**src/hw/rtl/pva_pkg.sv**
```systemverilog
package pva_pkg;

   localparam int NUM_VOICES = 8;
   localparam int VIDX_W = (NUM_VOICES > 1) ? $clog2(NUM_VOICES) : 1;
   localparam int CNT_W = $clog2(NUM_VOICES + 1);

   // request commands
   localparam logic [1:0] CMD_NOTE_ON  = 2'd0;
   localparam logic [1:0] CMD_NOTE_OFF = 2'd1;
   localparam logic [1:0] CMD_ALL_OFF  = 2'd2;
   localparam logic [1:0] CMD_DONE     = 2'd3;

   // result actions
   localparam logic [2:0] ACT_NONE         = 3'd0;
   localparam logic [2:0] ACT_FREE_ASSIGN  = 3'd1;
   localparam logic [2:0] ACT_RETRIGGER    = 3'd2;
   localparam logic [2:0] ACT_STEAL_REL    = 3'd3;
   localparam logic [2:0] ACT_STEAL_HELD   = 3'd4;
   localparam logic [2:0] ACT_RELEASED     = 3'd5;
   localparam logic [2:0] ACT_FREED        = 3'd6;
   localparam logic [2:0] ACT_ALL_RELEASED = 3'd7;

   typedef struct packed {
      logic [1:0] command;
      logic [6:0] note;
      logic [6:0] velocity;
      logic [2:0] done_voice;
   } req_type;

   typedef struct packed {
      logic [2:0] voice_index;
      logic [2:0] action;
      logic [6:0] voice_note;
      logic [6:0] voice_velocity;
      logic [3:0] held_count;
   } rsp_type;

   typedef struct packed {
      logic load;
      logic scan;
      logic apply;
   } ctl_cmd_type;

   typedef struct packed {
      logic scan_done;
   } ctl_stat_type;

   // clamp the held count to the 4-bit result field
   function automatic logic [3:0] sat_held(input logic [CNT_W-1:0] c);
      logic [CNT_W+3:0] w;
      w = (CNT_W + 4)'(c);
      if (w > (CNT_W + 4)'(15)) begin
         return 4'hF;
      end
      return w[3:0];
   endfunction

endpackage

```
**src/hw/rtl/polyphonic_voice_allocator_core.sv**
```systemverilog
// Note_on and note_off with a nonzero note step through the load, scan, apply and result
// states before the rsp_valid strobe, the scan visiting every voice in turn; other commands
// leave the scan state without scanning. A new request is taken only once the block is idle
// again. The receiver cannot stall: each result shows for one cycle.
// Reset (synchronous, active high) frees every voice, clears held flags and the held count.
module polyphonic_voice_allocator_core (
   input  logic             clock,
   input  logic             reset,
   input  logic             start,
   output logic             busy,
   input  pva_pkg::req_type req_data,
   output logic             rsp_valid,
   output pva_pkg::rsp_type rsp_data
);
   import pva_pkg::*;

   ctl_cmd_type  ctl_cmd;
   ctl_stat_type ctl_stat;

   // Sequence each request: load, scan the voices, apply, then strobe the result.
   pva_ctrl u_ctrl (
      .clock     (clock),
      .reset     (reset),
      .start     (start),
      .stat      (ctl_stat),
      .cmd       (ctl_cmd),
      .busy      (busy),
      .rsp_valid (rsp_valid)
   );

   // Hold the per-voice state, track first hits during the scan, and register the result.
   pva_datapath u_datapath (
      .clock    (clock),
      .reset    (reset),
      .req_data (req_data),
      .cmd      (ctl_cmd),
      .stat     (ctl_stat),
      .rsp_data (rsp_data)
   );

   // A result only closes out a request in flight.
   a_rsp_after_busy: assert property (@(posedge clock) disable iff (reset)
      rsp_valid |-> $past(busy))
      else $error("result strobe without a request in flight");

   // An accepted request makes the block busy on the next cycle.
   a_accept_busy: assert property (@(posedge clock) disable iff (reset)
      (start && !busy) |=> busy)
      else $error("accepted request did not raise busy");

   // Exactly one result per request: the strobe lasts one cycle.
   a_single_strobe: assert property (@(posedge clock) disable iff (reset)
      rsp_valid |=> !rsp_valid)
      else $error("result strobe longer than one cycle");

   // The held count never exceeds the number of voices.
   a_held_bound: assert property (@(posedge clock) disable iff (reset)
      rsp_valid |-> (int'(rsp_data.held_count) <= NUM_VOICES))
      else $error("held count above voice count");

   // A result with no action names voice 0 and carries no note.
   a_none_zero: assert property (@(posedge clock) disable iff (reset)
      (rsp_valid && (rsp_data.action == ACT_NONE)) |->
         ((rsp_data.voice_index == 3'd0) && (rsp_data.voice_note == 7'd0)))
      else $error("no-op result carries a voice");

endmodule

```
**src/hw/rtl/pva_ctrl.sv**
```systemverilog
module pva_ctrl (
   input  logic                  clock,
   input  logic                  reset,
   input  logic                  start,
   input  pva_pkg::ctl_stat_type stat,
   output pva_pkg::ctl_cmd_type  cmd,
   output logic                  busy,
   output logic                  rsp_valid
);
   import pva_pkg::*;

   localparam logic [1:0] S_IDLE  = 2'd0;
   localparam logic [1:0] S_SCAN  = 2'd1;
   localparam logic [1:0] S_APPLY = 2'd2;
   localparam logic [1:0] S_RESP  = 2'd3;

   logic [1:0] state_ff;
   logic [1:0] state_in;

   always_comb begin
      state_in  = state_ff;
      cmd       = '0;
      rsp_valid = 1'b0;
      case (state_ff)
         S_IDLE: begin
            if (start) begin
               cmd.load = 1'b1;
               state_in = S_SCAN;
            end
         end
         S_SCAN: begin
            cmd.scan = 1'b1;
            if (stat.scan_done) begin
               state_in = S_APPLY;
            end
         end
         S_APPLY: begin
            cmd.apply = 1'b1;
            state_in  = S_RESP;
         end
         S_RESP: begin
            rsp_valid = 1'b1;
            state_in  = S_IDLE;
         end
         default: begin
            state_in = S_IDLE;
         end
      endcase
   end

   assign busy = (state_ff != S_IDLE);

   always_ff @(posedge clock) begin
      if (reset) begin
         state_ff <= S_IDLE;
      end else begin
         state_ff <= state_in;
      end
   end

endmodule

```
**src/hw/rtl/pva_datapath.sv**
```systemverilog
module pva_datapath (
   input  logic                  clock,
   input  logic                  reset,
   input  pva_pkg::req_type      req_data,
   input  pva_pkg::ctl_cmd_type  cmd,
   output pva_pkg::ctl_stat_type stat,
   output pva_pkg::rsp_type      rsp_data
);
   import pva_pkg::*;

   req_type              req_ff;
   logic [VIDX_W-1:0]    ptr_ff, ptr_in;
   logic [NUM_VOICES-1:0] busy_ff, busy_in;
   logic [NUM_VOICES-1:0] held_ff, held_in;
   logic [CNT_W-1:0]     cnt_ff, cnt_in;
   logic [6:0]           note_ff [NUM_VOICES];
   logic [6:0]           vel_ff  [NUM_VOICES];
   rsp_type              rsp_ff, rsp_in;

   // first-hit trackers of the scan
   logic                 hmatch_ff, hmatch_in;
   logic [VIDX_W-1:0]    hmatch_idx_ff, hmatch_idx_in;
   logic                 bmatch_ff, bmatch_in;
   logic [VIDX_W-1:0]    bmatch_idx_ff, bmatch_idx_in;
   logic                 free_ff, free_in;
   logic [VIDX_W-1:0]    free_idx_ff, free_idx_in;
   logic                 rel_ff, rel_in;
   logic [VIDX_W-1:0]    rel_idx_ff, rel_idx_in;

   logic                 scan_needed;
   logic                 entry_match;
   logic [VIDX_W+3:0]    dv_wide;
   logic                 dv_ok;
   logic [VIDX_W-1:0]    sel_idx;
   logic [2:0]           sel_act;
   logic                 sel_hit;
   logic                 wr_en;
   logic [6:0]           wr_note;
   logic [6:0]           wr_vel;
   logic [VIDX_W+3:0]    idx_wide;

   assign scan_needed = ((req_ff.command == CMD_NOTE_ON) || (req_ff.command == CMD_NOTE_OFF))
                        && (req_ff.note != 7'd0);
   assign stat.scan_done = !scan_needed || (ptr_ff == VIDX_W'(NUM_VOICES - 1));
   assign entry_match = busy_ff[ptr_ff] && (note_ff[ptr_ff] == req_ff.note);
   assign dv_wide = (VIDX_W + 4)'(req_ff.done_voice);
   assign dv_ok = dv_wide < (VIDX_W + 4)'(NUM_VOICES);

   // scan one voice per cycle
   always_comb begin
      ptr_in        = ptr_ff;
      hmatch_in     = hmatch_ff;
      hmatch_idx_in = hmatch_idx_ff;
      bmatch_in     = bmatch_ff;
      bmatch_idx_in = bmatch_idx_ff;
      free_in       = free_ff;
      free_idx_in   = free_idx_ff;
      rel_in        = rel_ff;
      rel_idx_in    = rel_idx_ff;
      if (cmd.load) begin
         ptr_in    = '0;
         hmatch_in = 1'b0;
         bmatch_in = 1'b0;
         free_in   = 1'b0;
         rel_in    = 1'b0;
      end else if (cmd.scan) begin
         ptr_in = ptr_ff + VIDX_W'(1);
         if (!hmatch_ff && entry_match && held_ff[ptr_ff]) begin
            hmatch_in     = 1'b1;
            hmatch_idx_in = ptr_ff;
         end
         if (!bmatch_ff && entry_match) begin
            bmatch_in     = 1'b1;
            bmatch_idx_in = ptr_ff;
         end
         if (!free_ff && !busy_ff[ptr_ff]) begin
            free_in     = 1'b1;
            free_idx_in = ptr_ff;
         end
         if (!rel_ff && !held_ff[ptr_ff]) begin
            rel_in     = 1'b1;
            rel_idx_in = ptr_ff;
         end
      end
   end

   // pick the affected voice from the scan results
   always_comb begin
      sel_idx = '0;
      sel_act = ACT_NONE;
      sel_hit = 1'b0;
      case (req_ff.command)
         CMD_NOTE_ON: begin
            if (req_ff.note != 7'd0) begin
               sel_hit = 1'b1;
               if (hmatch_ff) begin
                  sel_idx = hmatch_idx_ff;
                  sel_act = ACT_RETRIGGER;
               end else if (bmatch_ff) begin
                  sel_idx = bmatch_idx_ff;
                  sel_act = ACT_RETRIGGER;
               end else if (free_ff) begin
                  sel_idx = free_idx_ff;
                  sel_act = ACT_FREE_ASSIGN;
               end else if (rel_ff) begin
                  sel_idx = rel_idx_ff;
                  sel_act = ACT_STEAL_REL;
               end else begin
                  sel_act = ACT_STEAL_HELD;
               end
            end
         end
         CMD_NOTE_OFF: begin
            if (req_ff.note != 7'd0) begin
               if (hmatch_ff) begin
                  sel_hit = 1'b1;
                  sel_idx = hmatch_idx_ff;
                  sel_act = ACT_RELEASED;
               end else if (bmatch_ff) begin
                  sel_hit = 1'b1;
                  sel_idx = bmatch_idx_ff;
                  sel_act = ACT_RELEASED;
               end
            end
         end
         CMD_ALL_OFF: begin
            sel_act = ACT_ALL_RELEASED;
         end
         CMD_DONE: begin
            sel_idx = dv_wide[VIDX_W-1:0];
            if (dv_ok && busy_ff[sel_idx]) begin
               sel_hit = 1'b1;
               sel_act = ACT_FREED;
            end
         end
         default: begin
            sel_act = ACT_NONE;
         end
      endcase
   end

   // apply the update and build the result
   always_comb begin
      busy_in  = busy_ff;
      held_in  = held_ff;
      cnt_in   = cnt_ff;
      rsp_in   = rsp_ff;
      wr_en    = 1'b0;
      wr_note  = req_ff.note;
      wr_vel   = req_ff.velocity;
      idx_wide = (VIDX_W + 4)'(sel_idx);
      if (cmd.apply) begin
         rsp_in.voice_index    = sel_hit ? idx_wide[2:0] : 3'd0;
         rsp_in.action         = sel_act;
         rsp_in.voice_note     = 7'd0;
         rsp_in.voice_velocity = 7'd0;
         case (sel_act)
            ACT_FREE_ASSIGN, ACT_RETRIGGER, ACT_STEAL_REL, ACT_STEAL_HELD: begin
               busy_in[sel_idx] = 1'b1;
               held_in[sel_idx] = 1'b1;
               if (!held_ff[sel_idx]) begin
                  cnt_in = cnt_ff + CNT_W'(1);
               end
               wr_en = 1'b1;
               rsp_in.voice_note     = req_ff.note;
               rsp_in.voice_velocity = req_ff.velocity;
            end
            ACT_RELEASED: begin
               held_in[sel_idx] = 1'b0;
               if (held_ff[sel_idx]) begin
                  cnt_in = cnt_ff - CNT_W'(1);
               end
               rsp_in.voice_note     = req_ff.note;
               rsp_in.voice_velocity = vel_ff[sel_idx];
            end
            ACT_ALL_RELEASED: begin
               held_in = '0;
               cnt_in  = '0;
            end
            ACT_FREED: begin
               busy_in[sel_idx] = 1'b0;
               held_in[sel_idx] = 1'b0;
               if (held_ff[sel_idx]) begin
                  cnt_in = cnt_ff - CNT_W'(1);
               end
               wr_en   = 1'b1;
               wr_note = 7'd0;
               wr_vel  = 7'd0;
            end
            default: begin
               wr_en = 1'b0;
            end
         endcase
         rsp_in.held_count = sat_held(cnt_in);
      end
   end

   assign rsp_data = rsp_ff;

   always_ff @(posedge clock) begin
      if (reset) begin
         busy_ff <= '0;
         held_ff <= '0;
         cnt_ff  <= '0;
      end else begin
         busy_ff <= busy_in;
         held_ff <= held_in;
         cnt_ff  <= cnt_in;
      end
   end

   always_ff @(posedge clock) begin
      if (cmd.load) begin
         req_ff <= req_data;
      end
      ptr_ff        <= ptr_in;
      hmatch_ff     <= hmatch_in;
      hmatch_idx_ff <= hmatch_idx_in;
      bmatch_ff     <= bmatch_in;
      bmatch_idx_ff <= bmatch_idx_in;
      free_ff       <= free_in;
      free_idx_ff   <= free_idx_in;
      rel_ff        <= rel_in;
      rel_idx_ff    <= rel_idx_in;
      rsp_ff        <= rsp_in;
      if (wr_en) begin
         note_ff[sel_idx] <= wr_note;
         vel_ff[sel_idx]  <= wr_vel;
      end
   end

endmodule

```
**config.mk**
```make
export PLATFORM = sky130hd
export DESIGN_NAME = polyphonic_voice_allocator_core
export DESIGN_NICKNAME = d
export VERILOG_FILES = /design/src/hw/rtl/pva_pkg.sv /design/src/hw/rtl/polyphonic_voice_allocator_core.sv /design/src/hw/rtl/pva_ctrl.sv /design/src/hw/rtl/pva_datapath.sv
export SDC_FILE = /design/constraint.sdc
export NUM_CORES = 1
export LEC_CHECK = 0
export BUFFER_PORTS_ARGS = -buffer_cell sky130_fd_sc_hd__clkbuf_2
export CORE_UTILIZATION = 45
export CTS_BUF_LIST = sky130_fd_sc_hd__clkbuf_2 sky130_fd_sc_hd__clkbuf_4 sky130_fd_sc_hd__clkbuf_8
export DETAILED_ROUTE_END_ITERATION = 10
export GPL_TIMING_DRIVEN = 0
export SYNTH_ARGS = -nofsm -noshare
export SYNTH_HDL_FRONTEND = slang
export SYNTH_SLANG_ARGS = --single-unit
```
**constraint.sdc**
```tcl
create_clock -name clock -period 5.9 [get_ports clock]
set_clock_uncertainty 0.2 [all_clocks]
set_input_delay 1.475 -clock clock [delete_from_list [all_inputs] [get_ports clock]]
set_output_delay 1.475 -clock clock [all_outputs]
set_load 0.1 [all_outputs]
```
Yosys cells after proc, flatten, opt, wreduce, memory -nomap -nowiden
Memory sizes are Yosys's and may differ from the RTL's. A register that Yosys moved wholly into a read port is not among the register bits. Index checks and enable logic that the tools add are counted.

Register bits: 84. Word-level logic and storage cells: 152. RAM bits: 112. Memories: 2.

Order comparisons: 5. Bitwise logic cells: 6. Reductions and logical operators: 38. Mux-type cells: 59. Equality and inequality tests: 17. Add/sub/neg operators: 3.

Memories: u_datapath.note_ff (depth 8, width 7, rd ports 1, clocked after memory_dff 1, wr ports 1, line pva_datapath.sv:16) `logic [6:0] note_ff [NUM_VOICES];`; u_datapath.vel_ff (depth 8, width 7, rd ports 1, clocked after memory_dff 0, wr ports 1, line pva_datapath.sv:17) `logic [6:0] vel_ff [NUM_VOICES];`.

Operator list (number): two-way mux 3 bit (19); two-way mux 7 bit (4); case mux 14 bit (2 select lines) (1); case mux 8 bit (3 select lines) (1); two-way mux 1 bit (19); bitwise AND 8 bit (2); less-than comparator 3 x 4 -> 1 bit (second input constant) (4); bitwise OR 8 bit (2); case mux 8 bit (2 select lines) (1); equality test 3 bit (second input constant) (5); AND reduction 2 bit (7); binary-select mux 1 bit (select 3 bit) (4); case mux 3 bit (4 select lines) (1); case mux 4 bit (3 select lines) (1); AND reduction 3 bit (4); logical AND 1 bit (9); case mux 3 bit (3 select lines) (1); equality test 2 bit (second input constant) (4); two-way mux 4 bit (2); inverter 8 bit (1); case mux 2 bit (4 select lines) (1); equality test 7 bit (1); logical NOT 1 bit (7); nonzero test 7 bit (1); 19 further kinds (26).

Longest topological paths before layout
Gate-level depths: netlist of the first run.

Depth after elaboration: 13. Gate-level depth with buffers: 11. Gate-level depth less buffers: 9.

By module
Synthesis of the first run repeated with hierarchy kept, for this count alone.

Cell total of the unflattened synthesis: 597. Area, all modules: 8449.4 um2.

Modules (own cells, without submodules): pva_datapath (instances 1, area each 8259.2 um2, cells an instance 578, seq. area each 5615.4 um2); pva_ctrl (instances 1, area each 190.2 um2, cells an instance 19, seq. area each 40.0 um2).

Worst setup path before layout of the first run
No wires, ideal clock.

Kind: register to register. Start: register u_datapath.req_ff[11] in the netlist's numbering. End: memory u_datapath.note_ff[2][0], enable pin. Library setup time: 0.405 ns. Arrival time: 2.905 ns. Cell stages (with the launch flop): 7. Required time: 5.295 ns. Slack: 2.390 ns. Cells stage by stage: edfxtp_1 nor4_4 a21oi_4 o211ai_1 nand2_1 clkbuf_1 nor3_1.

Word-level cells in the longest chain between the ends: 9. Elaborated cells between the ends (all ways): 17. Those cells by class: eq/ne: 5; mux: 10; reduce/logical: 2.

Ends and longest elaborated chain: from (decl) (line pva_datapath.sv:11) `req_type req_ff;`; from (signal assigned) (line pva_datapath.sv:214) `req_ff <= req_data;`; nonzero test 7 bit * (line pva_datapath.sv:94, pva_datapath.sv:114); two-way mux 3 bit (on tied branches) (line pva_datapath.sv:114, pva_datapath.sv:94); case mux 3 bit (4 select lines) (line pva_datapath.sv:92) `case (req_ff.command)`; equality test 3 x 1 -> 1 bit, or another cell as far along (line pva_datapath.sv:157) `case (sel_act)`; OR reduction 5 bit (no source line); two-way mux 1 bit (line pva_datapath.sv:157); two-way mux 1 bit (line pva_datapath.sv:152) `if (cmd.apply) begin`; two-way mux 1 bit (line pva_datapath.sv:226) `if (wr_en) begin`; two-way mux 1 bit (implied by the code) (line pva_datapath.sv:227) `note_ff[sel_idx] <= wr_note;`; to (decl) (line pva_datapath.sv:16).

Every way passes the cells marked *; elsewhere a longest branch is shown, timed or not.

Worst setup path after layout of the first run
Start: register u_datapath.req_ff[10] in the netlist's numbering. End: memory u_datapath.note_ff[4][1], enable pin.

Same word-level chain as after synthesis.

==> flow_metrics.tcl, run 1 <==
set metrics [dict create \
    gr-total-overflow 0 \
    synth_top_family_by_area "simple AND/OR/NAND/NOR gates" \
    numCtsBuffers 17 \
    grt_pass1_vias 5386 \
    finalCritPeriodShare_pct 68.6 \
    via_per_inst 5.85 \
    p_clk_share_pct 23.8 \
    cts_tree "yes" \
    crit_chain "nor4_4 > a21oi_4 > o211ai_1 > nand2_1 > clkbuf_1 > nor3_2 > buf_6" \
    final_core_util_pct 52.8 \
    cp.buffers_inverters 2 \
    antenna_left 0 \
    synth_top_area_share_pct 59.3 \
    p_seq_share_pct 44.9 \
    outcome "finished with violations" \
    crit_family "simple AND/OR/NAND/NOR gates" \
    cpPeakStageDelay_ps 830 \
    slew-limit-headroom_pct 37.3 \
    drive_above_1_share_pct 20.4 \
    yosysUniqueCellTypes 66 \
    hold_class "reg2reg" \
    failed_checks "design-rule violations" \
    wirelength_mm 20.3 \
    post_cts_buffers 0 \
    startpoint_type "register" \
    peakVddDrop_mv 0.193 \
    holdWs_ps 327 \
    synth_warnings 0 \
    cp.required_ps 5890 \
    initial_core_util_pct 46.5 \
    die_h_um 139 \
    wl_per_cell_um 22.1 \
    die-area_mm2 0.0194 \
    max_freq_mhz 247 \
    coreArea_mm2 0.0182 \
    pwr-share-comb_pct 31.3 \
    io_buffer_count 47 \
    synthTopCellsByCount "167 x edfxtp_1, 58 x nor2_1, 43 x nand2_1" \
    finalSetupViolCount 0 \
    fin_nets 705 \
    total_power_mw 4.08 \
    finalSetupTns_ps 0 \
    hold_violations 0 \
    drc_errors 2 \
    placementRows 49 \
    clock_sinks 199 \
    ys_seq_area_share_pct 66.8 \
    grt_setup_unrepaired "false" \
    netlist_instances 599 \
    grt_max_degree 32 \
    ios 48 \
    grt_pass1_wl_mm 31.3 \
    cts_resized 0 \
    post-synth-top-count-cell "edfxtp_1" \
    synth_edf_count 167 \
    synthSimpleGateAreaFrac_pct 11.0 \
    async_flop_share_pct 0 \
    antenna_found_initial 0 \
    pre_cts_slack_ps 1910 \
    cts.clk_slew.worst_paths_ps 100 \
    drt_iter0_drc 548 \
    power.internal_mw 2.56 \
    max_cap_violations 0 \
    syn_area_mm2 0.00846 \
    gp_congestion 0.873 \
    ys_ff_latch 199 \
    grtUsageTotal_pct 22.1 \
    p_switching_mw 1.52 \
    fill_cells 1529 \
    synth_compound_area_share_pct 10.1 \
    syn_to_final_growth_pct 13.5 \
    p_per_area_mw_per_mm2 425 \
    end_kind "register" \
    synth_mux_area_share_pct 8.29 \
    maxSlewViolCount 0 \
    cts-root-buf "clkbuf_8" \
    h-tree-depth 4 \
    critPathArrivalTime_ps 4030 \
    leakage_nw 3.26 \
    vias 5363 \
    crit_path_max_fanout 10 \
    timing.final.ws_setup_ps 1850 \
    cts_buffer_depth 2 \
    ctsHoldBuffers 0 \
    synthAdderAreaFrac_pct 1.33 \
    avgSynthCellArea_um2 14.1 \
    swShare_pct 37.3 \
    dp_hpwl_mm 13.8 \
    syn_nets 630 \
    synth_top_cell_by_area "edfxtp_1" \
    firstDrtPassIters 8 \
    die_w_um 139 \
    tightest_slew_ps 937 \
    cpMaxStageDelayCell "nor3_2" \
    path_class "reg2reg" \
    clk_latency_ps 480 \
    num_antenna_cells 0 \
    synth_area_leaders "edfxtp_1 59%, dfxtp_1 7.6%, mux4_2 5.3%, mux2i_1 2.8%, nor2_1 2.6%" \
    period_needed_ps 4050 \
    synth_ff_type "edfxtp_1" \
    synthXorXnorAreaFrac_pct 0.828 \
]
## registers in the layout, indices dropped and copies added, names as in the netlist, named ones only
signal                    cells
u_datapath.note_ff           56
u_datapath.vel_ff            56
u_datapath.rsp_data          24
u_datapath.req_ff            16
u_datapath.held_ff            8
u_datapath.cnt_ff             4
u_datapath.bmatch_idx_ff      3
u_datapath.dv_wide            3
u_datapath.free_idx_ff        3
u_datapath.hmatch_idx_ff      3
u_datapath.ptr_ff             3
u_datapath.rel_idx_ff         3
u_ctrl.state_ff               2
u_datapath.bmatch_ff          1
u_datapath.free_ff            1
u_datapath.hmatch_ff          1
u_datapath.rel_ff             1
## layout by cell type (no fill, tap or decap), types with 4 or more instances in the layout
cell	instances
a211oi_1	8
nand2_1	43
edfxtp_1	167
inv_1	9
clkbuf_1	19
xnor2_1	7
clkbuf_2	48
a21oi_1	16
o22ai_1	9
buf_6	4
ha_1	8
mux2i_1	24
nor2b_1	7
bufinv_16	4
nor2_2	6
nor3_1	6
inv_6	4
o221a_2	5
nor3_2	4
a31oi_1	4
nand3_1	14
a22oi_1	10
mux4_2	20
o21ai_0	28
and2_1	26
dfxtp_1	32
clkbuf_8	17
nor2_1	53
nand2b_1	7
and3_1	8
## metrics by stage
step                      std cells  cell area, µm²
after floorplan                 599            8460
after global placement          875            8980
after detailed placement        884            9160
after CTS                       916            9610
after global routing            916            9610
final                           916            9610
## layout make-up
cell class              count  area, µm²  share of cell area (%)
plain buffers              26        105                    1.09
clock buffers              17        234                    2.43
clock inverters            15        214                    2.23
inverters                   9       33.8                   0.352
multi-input cells         365       2700                    28.1
flip-flops and latches    199       5660                    58.9
well taps                 229        287                    2.98
repair buffers             56        380                    3.96
## tightest hold or removal path, stage by stage, from the launching register on
cell and delay [ps]:
dfxtp_1 370, a21oi_1 50, nor2_1 80
## cell families after synthesis
group / Yosys count
flops: 199
simple gates: 187
compound gates: 116
mux: 45
buf+inv: 35
fa+ha+maj: 9
xor+xnor: 8
## path summary, 6_finish.rpt
check,from,to,slack (ps),cells after the start
worst max-delay path,u_datapath.req_ff[10],u_datapath.note_ff[4][1],1850,7
worst max register to register,u_datapath.req_ff[10],u_datapath.note_ff[4][1],1850,7
worst min register to register,u_datapath.rel_ff,u_datapath.rel_ff,330,2
worst min-delay path,u_datapath.rel_ff,u_datapath.rel_ff,330,2
## power by group through the flow
stage	Combinational (mW)	Sequential [mW]	Clock [mW]
detailed placement	1.27	1.87	0
global route	1.37	1.85	1.03
finish	1.28	1.83	0.969
floorplan	0.699	2.10	0
CTS	1.28	1.83	0.987
global placement	1.24	1.87	0
## layer usage
layer  vias to the layer above  part of all wire [%]  global-route usage (%)
li1                       2450                     -                       -
met1                      2717                    45                    29.5
met2                       168                    49                    36.7
met3                        28                   4.8                    3.83
met4                         0                   1.4                    7.37
met5                         -                     0                       0
No activity file was read; power rests on OpenSTA's default activity.
==> run 2: changes to the inputs <==
clock period = 3.95 ns   (was 5.9 ns; I/O delays follow)
==> run 2 against run 1 <==
  * The run still ends with design-rule violations left
  * Cell count stayed put
  * Largest cell class unchanged
  * Setup slack lost 1800 ps
  * Clock-buffer cell count unchanged
  * Critical endpoint is now u_datapath.note_ff[2][0]
==> flow_metrics.tcl, run 2 (same netlist as run 1, synthesis figures left out) <==
set metrics [dict create \
    crit_path_max_fanout 10 \
    outcome "finished with violations" \
    drc_errors 2 \
    peakVddDrop_mv 0.288 \
    antenna_found_initial 0 \
    cts_buffer_depth 2 \
    ctsHoldBuffers 0 \
    placed_area_mm2 0.00916 \
    syn_to_final_growth_pct 13.7 \
    end_kind "register" \
    grtUsageTotal_pct 22.1 \
    final_cell_mix "167 x edfxtp_1, 53 x nor2_1, 49 x clkbuf_2, 42 x nand2_1, 32 x dfxtp_1" \
    finalSetupViolCount 0 \
    grt_max_degree 32 \
    antenna_left 0 \
    multi_input_area_mm2 0.00271 \
    placementRows 49 \
    final_core_util_pct 52.9 \
    clock_sinks 199 \
    dpl.cell_count 884 \
    post_cts_buffers 0 \
    cts-root-buf "clkbuf_8" \
    grt_pass1_wl_mm 31.3 \
    seqCellArea_mm2 0.00566 \
    firstDrtPassIters 8 \
    final_common_cell "edfxtp_1" \
    initial_core_util_pct 46.5 \
    period_needed_ps 3930 \
    timing.final.ws_setup_ps 20.5 \
    cts_tree "yes" \
    ios 48 \
    coreArea_mm2 0.0182 \
    io_buffer_count 47 \
    drt_iter0_drc 523 \
    vias 5356 \
    maxSlewViolCount 0 \
    h-tree-depth 4 \
    via_per_inst 5.85 \
    cp.required_ps 3940 \
    wirelength_mm 20.2 \
    die_h_um 139 \
    slew-limit-headroom_pct 34.6 \
    tightest_slew_ps 976 \
    total_power_mw 6.10 \
    cts.clk_slew.worst_paths_ps 100 \
    hold_class "reg2reg" \
    final_area_mm2 0.00962 \
    num_antenna_cells 0 \
    max_cap_violations 0 \
    leakage_nw 3.26 \
    holdWs_ps 325 \
    finalSetupTns_ps 0 \
    max_freq_mhz 254 \
    wl_per_cell_um 22.1 \
    grt_setup_unrepaired "true" \
    p_per_area_mw_per_mm2 634 \
    gr-total-overflow 0 \
    dp_hpwl_mm 13.8 \
    clk_latency_ps 480 \
    fin_nets 705 \
    path_class "reg2reg" \
    fill_cells 1524 \
    die-area_mm2 0.0194 \
    critPathArrivalTime_ps 3920 \
    numCtsBuffers 17 \
    hold_violations 0 \
    die_w_um 139 \
    failed_checks "design-rule violations" \
    pre_cts_slack_ps -44.0 \
    grt_pass1_vias 5386 \
    drive_above_1_share_pct 20.7 \
    startpoint_type "register" \
    gp_congestion 0.873 \
    final_cells 916 \
    finalCritPeriodShare_pct 99.5 \
]
run 2: cell count changes in the layout (fill, tap and decap cells not counted), sizes merged:
cell	change
clkbuf	+1
buf	-1
run 2: power breakdown:
| part | total, mW | internal [mW] | switching (mW) |
|---|---|---|---|
| registers | 2.74 | 2.60 | 0.142 |
| clock network | 1.45 | 0.708 | 0.740 |
| logic | 1.91 | 0.520 | 1.40 |
run 2: repair_timing:
item / in CTS / in global routing
pin swaps: 0 / 0
resized for setup: 0 / 4
endpoints found under the setup margin: 22 / 49
run 2: layout make-up:
type                            instances  share of cell area, %
Multi-Input combinational cell        365                   28.2
Buffer                                 26                   1.11
Timing Repair Buffer                   56                   3.95
Tap cell                              229                   2.98
Clock inverter                         15                   2.22
Clock buffer                           17                   2.43
Sequential cell                       199                   58.8
Inverter                                9                  0.351
run 2: final timing paths:
check	from	to	slack (ps)	depth (start not counted)
worst max-delay path	u_datapath.req_ff[10]	u_datapath.note_ff[2][0]	20	7
worst min-delay path	register	register	320	2
worst max register to register	u_datapath.req_ff[10]	u_datapath.note_ff[2][0]	20	7
worst min register to register	register	register	320	2
run 2: metal layers:
layer	vias to the layer above	share of wire, %	track usage [%]
li1	2446	-	-
met1	2701	44	29.5
met2	181	49	36.7
met3	28	5.2	3.83
met4	0	1.4	7.37
met5	-	0	0
run 2: critical path, cell delays in order, from the launching register on:
cell and delay [ps]:
edfxtp_1 530, nor4_4 460, a21oi_4 190, o211ai_1 440, nand2_2 320, clkbuf_1 380
nor3_2 850, buf_6 260
==> run 3: changes to the inputs <==
BUFFER_PORTS_ARGS = -buffer_cell sky130_fd_sc_hd__buf_2   (was -buffer_cell sky130_fd_sc_hd__clkbuf_2)
CTS_BUF_LIST = unset   (was sky130_fd_sc_hd__clkbuf_2 sky130_fd_sc_hd__clkbuf_4 sky130_fd_sc_hd__clkbuf_8)
==> run 3 against run 2 <==
  * The flow still finishes with violations (design-rule violations)
  * Worst hold slack lost 7.4 ps
  * Sequential cell count did not move
  * Via count rose by 0.80%
  * Global-route usage increased by 0.41 points
  * Clock-buffer cell count is 2 higher
  * Maximum frequency increased by 4.6%
  * Non-clock buffer count did not move
  * Critical path type unchanged
  * Largest power group unchanged
==> flow_metrics.tcl, run 3 (same netlist as run 1, synthesis figures left out) <==
set metrics [dict create \
    outcome "finished with violations" \
    failed_checks "design-rule violations" \
    peakVddDrop_mv 0.359 \
    vias 5399 \
    dpl.cell_count 884 \
    clock_sinks 199 \
    grt_setup_unrepaired "false" \
    cts_tree "yes" \
    drt_iter0_drc 581 \
    antenna_left 0 \
    final_cells 916 \
    firstDrtPassIters 10 \
    max_freq_mhz 266 \
    wl_per_cell_um 22.6 \
    highest_layer "met4" \
    hold_class "reg2reg" \
    fill_cells 1492 \
    period_needed_ps 3760 \
    wirelength_mm 20.7 \
    wl_met1_mm 9.08 \
    final_area_mm2 0.00976 \
    maxSlewViolCount 0 \
    grt_pass1_vias 5434 \
    path_class "reg2reg" \
    path_depth 9 \
    crit_chain "nor3_2 > a21oi_4 > o311a_4 > or2_2 > clkbuf_1 > and3_1 > nand2_1 > nor2_2 > buf_8" \
    placementRows 49 \
    io_buffer_count 47 \
    finalSetupViolCount 0 \
    ctsHoldBuffers 0 \
    crit_path_max_fanout 10 \
    h-tree-depth 4 \
    post_cts_buffers 0 \
    startpoint_type "register" \
    ios 48 \
    cts-root-buf "clkbuf_16" \
    critPathArrivalTime_ps 3700 \
    die_w_um 139 \
    gp_congestion 0.873 \
    grtUsageTotal_pct 22.5 \
    grt_max_degree 32 \
    drive_above_1_share_pct 20.2 \
    numCtsBuffers 17 \
    max_cap_violations 0 \
    slew-limit-headroom_pct 18.8 \
    rr_startpoint "u_datapath.req_ff[14]" \
    grt_pass1_wl_mm 31.7 \
    end_kind "register" \
    cp.buffers_inverters 2 \
    reg2reg_depth 9 \
    leakage_nw 3.32 \
    drc_errors 1 \
    wl_met3_mm 1.12 \
    hold_violations 0 \
    finalSetupTns_ps 0 \
    fin_nets 705 \
    p_per_area_mw_per_mm2 653 \
    cts_buffer_depth 2 \
    cp.required_ps 3890 \
    tightest_slew_ps 1210 \
    wl_met2_mm 10.2 \
    num_antenna_cells 0 \
    die-area_mm2 0.0194 \
    final_core_util_pct 53.6 \
    initial_core_util_pct 46.5 \
    via_per_inst 5.89 \
    syn_to_final_growth_pct 15.4 \
    cts.clk_slew.worst_paths_ps 70 \
    die_h_um 139 \
    coreArea_mm2 0.0182 \
    min_path_cells 2 \
    cpPeakStageDelay_ps 500 \
    final_cell_mix "167 x edfxtp_1, 53 x nor2_1, 49 x buf_2, 43 x nand2_1, 32 x dfxtp_1" \
    cpMaxStageDelayCell "clkbuf_1" \
    antenna_found_initial 0 \
    clk_latency_ps 440 \
    dp_hpwl_mm 13.8 \
    placed_area_mm2 0.00916 \
    gr-total-overflow 0 \
    startpoint "u_datapath.req_ff[14]" \
    finalCritPeriodShare_pct 95.1 \
    final_common_cell "edfxtp_1" \
    crit_family "simple AND/OR/NAND/NOR gates" \
]
-- run 3: changes by cell type in the layout (fill, tap and decap cells not counted), moves of 2 or more --
cell / before / now
buf_2: 2 / 49
clkbuf_16: 0 / 17
clkbuf_8: 17 / 0
clkbuf_2: 49 / 2
nor3_2: 3 / 1
nor3_4: 1 / 3
inv_6: 4 / 2
clkinv_4: 1 / 3
clkinv_8: 0 / 2
bufinv_16: 4 / 1
-- run 3: report_power, final --
part	total [mW]	leakage (nW)	switching (mW)	internal (mW)
Sequential	2.74	1.78	0.142	2.60
Clock	1.70	0.279	0.810	0.892
Combinational	1.93	1.25	1.41	0.523
Total	6.37	3.32	2.36	4.01
-- run 3: final cells by class --
type                            instances  area (µm²)  area share [%]
Clock buffer                           19         433            4.43
Inverter                                9        33.8           0.346
Clock inverter                         13         145            1.49
Tap cell                              229         287            2.93
Buffer                                 26         106            1.09
Timing Repair Buffer                   56         380            3.90
Sequential cell                       199        5660            57.9
Multi-Input combinational cell        365        2720            27.9
-- run 3: what timing repair did --
item | CTS | global route
endpoints found under the setup margin | 16 | 27
gates resized for setup | 3 | 3
hold endpoints to repair | 0 | 0
pin swaps | 0 | 0
-- run 3: worst paths after layout --
kind,to,slack [ps]
worst max register to register,u_datapath.note_ff[5][6],190
worst min register to register,register,320
worst min-delay path,register,320
worst max-delay path,u_datapath.note_ff[5][6],190
-- run 3: metrics by stage --
step / power (mW) / setup slack, ps / hold slack, ps
after floorplan: 4.19 / 440 / 274
after global placement: 4.65 / -1470 / 294
after detailed placement: 4.70 / -38.7 / 303
after global routing: 6.63 / 27.4 / 354
after CTS: 6.40 / 106 / 313
final: 6.37 / 194 / 317
-- run 3: worst register-to-register path: cells and delay by family, from the launching register on --
kind | cells | cell delay, ps
buffers and inverters | 2 | 730
AND/OR/NAND/NOR | 5 | 1380
AO/OA/AOI/OAI | 2 | 660
flip-flops | 1 | 470
-- run 3: layer usage --
layer	vias to the layer above	GRT usage [%]
li1	2459	-
met1	2710	29.7
met2	202	37.5
met3	28	4.73
met4	0	7.02
met5	-	0
